--- src/rtl/ccf_pkg.sv ---
package ccf_pkg;

  // fixed field widths
  localparam int DATA_W   = 32;
  localparam int RADIUS_W = 31;
  localparam int ACC_W    = 34;
  localparam int ATAN_W   = 30;
  localparam int GAIN_W   = 31;

  // parameter limits
  localparam int ITER_MIN = 8;
  localparam int ITER_MAX = 32;
  localparam int FRAC_MIN = 8;
  localparam int FRAC_MAX = 24;

  // angle constants
  localparam logic signed [ACC_W-1:0]  PI_Q30     = 34'sd3373259426;
  localparam logic signed [DATA_W-1:0] PI_Q28     = 32'sd843314857;
  localparam logic signed [DATA_W-1:0] TWO_PI_Q28 = 32'sd1686629713;

  // output limits
  localparam logic [DATA_W-1:0] POS_LIMIT = 32'h7FFF_FFFF;
  localparam logic [DATA_W-1:0] NEG_LIMIT = 32'h8000_0000;

  // atan(2^-i) in Q0.30, rounded toward zero
  localparam logic [ATAN_W-1:0] ATAN_Q30 [0:31] = '{
    30'd843314856, 30'd497837829, 30'd263043836, 30'd133525158, 30'd67021686,
    30'd33543515, 30'd16775850, 30'd8388437, 30'd4194282, 30'd2097149,
    30'd1048575, 30'd524287, 30'd262143, 30'd131071, 30'd65535, 30'd32767,
    30'd16383, 30'd8191, 30'd4095, 30'd2047, 30'd1023, 30'd511, 30'd255,
    30'd127, 30'd63, 30'd31, 30'd15, 30'd7, 30'd3, 30'd1, 30'd0, 30'd0
  };

  // 1/K(n) in Q31
  function automatic logic [GAIN_W-1:0] inv_gain(input int n);
    logic [GAIN_W-1:0] g;
    case (n)
      8: begin
        g = 31'd1304079014;
      end
      9: begin
        g = 31'd1304069065;
      end
      10: begin
        g = 31'd1304066577;
      end
      11: begin
        g = 31'd1304065955;
      end
      12: begin
        g = 31'd1304065800;
      end
      13: begin
        g = 31'd1304065761;
      end
      14: begin
        g = 31'd1304065751;
      end
      15: begin
        g = 31'd1304065749;
      end
      default: begin
        g = 31'd1304065748;
      end
    endcase
    return g;
  endfunction

  typedef struct packed {
    logic signed [DATA_W-1:0] pos_x;
    logic signed [DATA_W-1:0] pos_y;
    logic signed [DATA_W-1:0] pos_z;
    logic signed [DATA_W-1:0] field_x;
    logic signed [DATA_W-1:0] field_y;
    logic signed [DATA_W-1:0] field_z;
  } ccf_in_t;

  typedef struct packed {
    logic        [RADIUS_W-1:0] radius;
    logic signed [DATA_W-1:0]   azimuth;
    logic signed [DATA_W-1:0]   height;
    logic signed [DATA_W-1:0]   field_radial;
    logic signed [DATA_W-1:0]   field_azimuthal;
    logic signed [DATA_W-1:0]   field_axial;
    logic                       saturated;
  } ccf_out_t;

  // values that ride along the chain untouched
  typedef struct packed {
    logic                     on_axis;
    logic signed [DATA_W-1:0] pos_z;
    logic signed [DATA_W-1:0] field_x;
    logic signed [DATA_W-1:0] field_y;
    logic signed [DATA_W-1:0] field_z;
  } ccf_side_t;

endpackage

--- src/rtl/ccf_prep.sv ---
module ccf_prep #(
  parameter int W = 50,
  parameter int F = 16
) (
  input  logic                             clk,
  input  logic                             rst,
  input  logic                             ce,
  input  logic                             in_valid,
  input  ccf_pkg::ccf_in_t                 in_data,
  output logic                             out_valid,
  output logic signed [W-1:0]              x,
  output logic signed [W-1:0]              y,
  output logic signed [W-1:0]              u,
  output logic signed [W-1:0]              v,
  output logic signed [ccf_pkg::ACC_W-1:0] acc,
  output ccf_pkg::ccf_side_t               side
);

  localparam int EXT = W - ccf_pkg::DATA_W;

  logic signed [W-1:0] xe, ye, ue, ve;
  logic                flip;
  logic signed [W-1:0] x_next, y_next, u_next, v_next;
  logic signed [ccf_pkg::ACC_W-1:0] acc_next;
  ccf_pkg::ccf_side_t side_next;

  // scale to the internal grid and fold the left half plane by pi
  always_comb begin
    xe = {{EXT{in_data.pos_x[ccf_pkg::DATA_W-1]}}, in_data.pos_x} <<< F;
    ye = {{EXT{in_data.pos_y[ccf_pkg::DATA_W-1]}}, in_data.pos_y} <<< F;
    ue = {{EXT{in_data.field_x[ccf_pkg::DATA_W-1]}}, in_data.field_x} <<< F;
    ve = {{EXT{in_data.field_y[ccf_pkg::DATA_W-1]}}, in_data.field_y} <<< F;
    flip = in_data.pos_x[ccf_pkg::DATA_W-1];
    if (flip) begin
      x_next = -xe;
      y_next = -ye;
      u_next = -ue;
      v_next = -ve;
      acc_next = in_data.pos_y[ccf_pkg::DATA_W-1] ? -ccf_pkg::PI_Q30 : ccf_pkg::PI_Q30;
    end else begin
      x_next = xe;
      y_next = ye;
      u_next = ue;
      v_next = ve;
      acc_next = '0;
    end
    side_next.on_axis = (in_data.pos_x == '0) && (in_data.pos_y == '0);
    side_next.pos_z   = in_data.pos_z;
    side_next.field_x = in_data.field_x;
    side_next.field_y = in_data.field_y;
    side_next.field_z = in_data.field_z;
  end

  // stage valid
  always_ff @(posedge clk) begin
    if (rst) begin
      out_valid <= 1'b0;
    end else if (ce) begin
      out_valid <= in_valid;
    end
  end

  // stage payload
  always_ff @(posedge clk) begin
    if (ce) begin
      x    <= x_next;
      y    <= y_next;
      u    <= u_next;
      v    <= v_next;
      acc  <= acc_next;
      side <= side_next;
    end
  end

endmodule

--- config.mk ---
export PLATFORM = sky130hd
export DESIGN_NAME = ccf_prep
export DESIGN_NICKNAME = d
export VERILOG_FILES = /design/src/rtl/ccf_pkg.sv /design/src/rtl/ccf_prep.sv
export SDC_FILE = /design/constraint.sdc
export NUM_CORES = 1
export LEC_CHECK = 0
export BUFFER_PORTS_ARGS = -buffer_cell sky130_fd_sc_hd__buf_2
export CORE_AREA = 2 2 219 221
export CTS_CLUSTER_DIAMETER = 200
export CTS_CLUSTER_SIZE = 8
export DETAILED_ROUTE_END_ITERATION = 8
export DIE_AREA = 0 0 221 223
export GPL_TIMING_DRIVEN = 0
export PLACE_DENSITY = 0.52
export SYNTH_ARGS = -nofsm -noshare
export SYNTH_HDL_FRONTEND = slang
export SYNTH_SLANG_ARGS = --single-unit
--- constraint.sdc ---
create_clock -name clk -period 5 [get_ports clk]
set_clock_uncertainty 0.1 [all_clocks]
set_input_delay 1 -clock clk [delete_from_list [all_inputs] [get_ports clk]]
set_output_delay 1 -clock clk [all_outputs]
set_load 0.005 [all_outputs]
==> results.txt <==
Static Leak = 6.675 nW
Top cell type's share of synthesized area = 0.6756
Netlist cell types = 46
Pwr Density = 358.2 nW/um^2
Syn-to-layout area delta = 39.00%
Total track usage = 0.1551
Fill count = 4701
Reg clk slew, reported paths = 0.05 ns
Worst r2r src = out_valid
Postcts setup bufs = 0
Hold Buf Count CTS = 0
Largest delay contributor family on the critical path = buffers and inverters
Total CTS buffers = 39
Critical path launch point = in_data[191]
ANT nets after route = 0
Gate count after technology mapping = 789
Total power = 5.886 mW
CORE AREA = 47150 um^2
Via Count = 8765
Slew @ Worst Pin = 1.097 ns
H-tree levels = 2
Final-report max-slew violation count = 0
Largest family of logic cells by synthesized area = XOR/XNOR gates
Boundary Pins = 560
First-pass DRT Iterations = 5
Worst path cell trace = buf_2 > clkbuf_1 > clkbuf_1 > clkbuf_1 > o41ai_1 > xnor2_1
Fmax = 0.2913 GHz
CP startpoint kind = primary input
Largest net degree at the start of global routing = 124
R2r setup slk = 4.32 ns
Post-synthesis sequential area ratio = 0.6773
Synth Flop Type = edfxtp_1
Worst-path maximum fanout = 10
CTS sink cnt = 267
Avg WL per Cell = 19.80 um
Die ar. = 49280 um^2
Worst-case clock buffer depth = 3
Global-route wire length before repair = 57210 um
Vias per cell = 4.350
Outcome = complete, no violations
Synthesized cell area = 11820 um^2
Hold path depth = 2
Yosys warnings = 0
Minimum clock period = 3.433 ns
Area contributors post-synth = edfxtp_1 68%, xnor2_1 8.4%, buf_4 6.2%
Adder-Cell Fraction of Synth Area = 0.004233
Avg Cell Area, Syn = 14.98 um^2
Global route overflow = 0
Root Buffer = clkbuf_16
Post_cts resized = 0
Hold Path Class = flip-flop to flip-flop
Rel. slew slack = 0.2687
Cells after DPL = 1966
CP most frequent cell = clkbuf_1
Port bufs = 494
Die Ht = 223 um
Slowest cell on crit path = clkbuf_1
Crit-path max cell delay = 0.86 ns
Setup Viol. Count Final = 0
Seq cells post-synth = 267
Tcrit/Tclk final = 0.6867
Gpl congestion = 0.8000
Hold path endpoint = out_valid
Antenna diode count = 0
Worst Setup End Kind = flip-flop
Worst Hold Launch = out_valid
RSZ-0062 raised after global routing = false
Worst path buffer plus inverter count = 4
Post-synth EDFFs = 266
Post-synthesis compound-gate area fraction = 0.07376
Peak supply drop = 0.2134 mV
Maxcap violations = 0
DRT iter0 DRCs = 452
Clk_lat worst skew = 0.53 ns
Initial antenna violation count = 2
CP required = 5.16 ns
Vias in the first global route = 8650
Layout cells sized above 1 = 0.4771
DRC = 0
DPL Wire Length = 30460 um
FF-to-FF path depth = 2
Fin cells = 2015
Post-synthesis async set-or-reset flop share = 0
TritonCTS clock tree = yes
Die X = 221 um
Critical path type = primary input to flip-flop
Row count = 80
Largest area contributor in the netlist = edfxtp_1
NumNets Final = 1592
Fin. Hold Viols = 0
WL final = 39890 um
XOR/XNOR Fraction of Synth Area = 0.08816
Starting Density = 0.2508
Crit path DAT = 3.59 ns
R2r endpoint = out_valid
Mux contribution to synthesized area = 0.001693
Post-Synth Simple-Gate Area = 0.08191
## where the power goes
part / internal (mW) / total, mW / switching [mW]
sequential: 2.71 / 2.76 / 0.0543
clock: 1.42 / 2.36 / 0.933
combinational: 0.353 / 0.767 / 0.414
total: 4.48 / 5.89 / 1.40
## layer usage
| layer | vias to the layer above | part of all wire | track usage | wire length, um |
|---|---|---|---|---|
| met5 | - | 0.00033 | 0 | 13 |
| met4 | 2 | 0.027 | 0.05434 | 1082 |
| met3 | 63 | 0.074 | 0.04399 | 2959 |
| met2 | 437 | 0.49 | 0.2676 | 19650 |
| met1 | 4208 | 0.41 | 0.1846 | 16190 |
| li1 | 4055 | - | - | - |
## worst max path at each step
stage                end  slack (ns)  depth (start not counted)
6_report           u[34]        1.57                          6
5_1_grt            u[34]        1.33                          6
4_1_cts            u[34]        1.36                          6
3_5_place_dp       u[34]        0.80                          6
3_3_place_gp   out_valid       -1.14                          3
2_1_floorplan      y[49]        2.29                          4
## cell type report
class	count	area, um^2	share of cell area
Multi-Input combinational cell	459	3204	0.1950
Inverter	12	45.04	0.002741
Tap cell	615	769.5	0.04682
Sequential cell	267	8008	0.4873
Timing Repair Buffer	496	2537	0.1544
Clock inverter	3	32.53	0.001980
Buffer	117	813.3	0.04949
Clock buffer	46	1023	0.06228
## layout by cell type, fill, tap and decap left out, types with 10 or more instances in the layout
master	n
xnor2_1	113
inv_1	12
clkbuf_1	23
o31ai_1	39
nand2b_1	12
nand2_1	37
buf_4	97
nor2_1	18
clkbuf_16	40
o21ai_0	32
conb_1	67
buf_2	495
edfxtp_1	266
nor4_1	14
nor3_1	10
o41ai_1	23
## worst reg2reg max path, stage by stage (launching register included)
cell,delay (ns)
dfxtp_1,0.31
mux2i_1,0.12
nor2_1,0.05
## cells by family (layout without fill, tap and decap cells)
logic type / Yosys count / count (layout)
flops: 267 / 267
xor+xnor: 119 / 119
compound gates: 111 / 111
buf+inv: 129 / 674
mux: 2 / 2
simple gates: 156 / 156
fa+ha+maj: 4 / 4
other cells: 1 / 67
## metrics by stage
step	area [um^2]	util	TNS (ns)	hold slack, ns	setup WS, ns
final	16430	0.3486	0	0.4021	1.567
after global routing	16430	0.3486	0	0.4560	1.330
after CTS	16430	0.3486	0	0.4038	1.356
after detailed placement	15380	0.3262	0	0.3908	0.8019
after global placement	15310	0.3248	-277.28	0.3755	-1.140
after floorplan	12070	-	0	0.3850	2.293
## Yosys cell counts (6+ instances only)
cell type    n
o41ai_2      9
nand4b_1     6
buf_4       97
edfxtp_1   266
or4_1        9
clkbuf_1    17
nand2_1     37
nor2_1      18
o21ai_0     32
nor3_1      10
nand2b_1    12
o31ai_1     39
xnor2_1    113
o41ai_1     23
or3_1        8
inv_1       12
xor2_1       6
nand3_1      6
nor4_1      14
## sequential cells by signal, indices dropped and copies added (netlist names)
register,cells
acc,3
u,34
x,34
side,127
out_valid,1
v,34
y,34
Power figures use the tool's default switching activity.
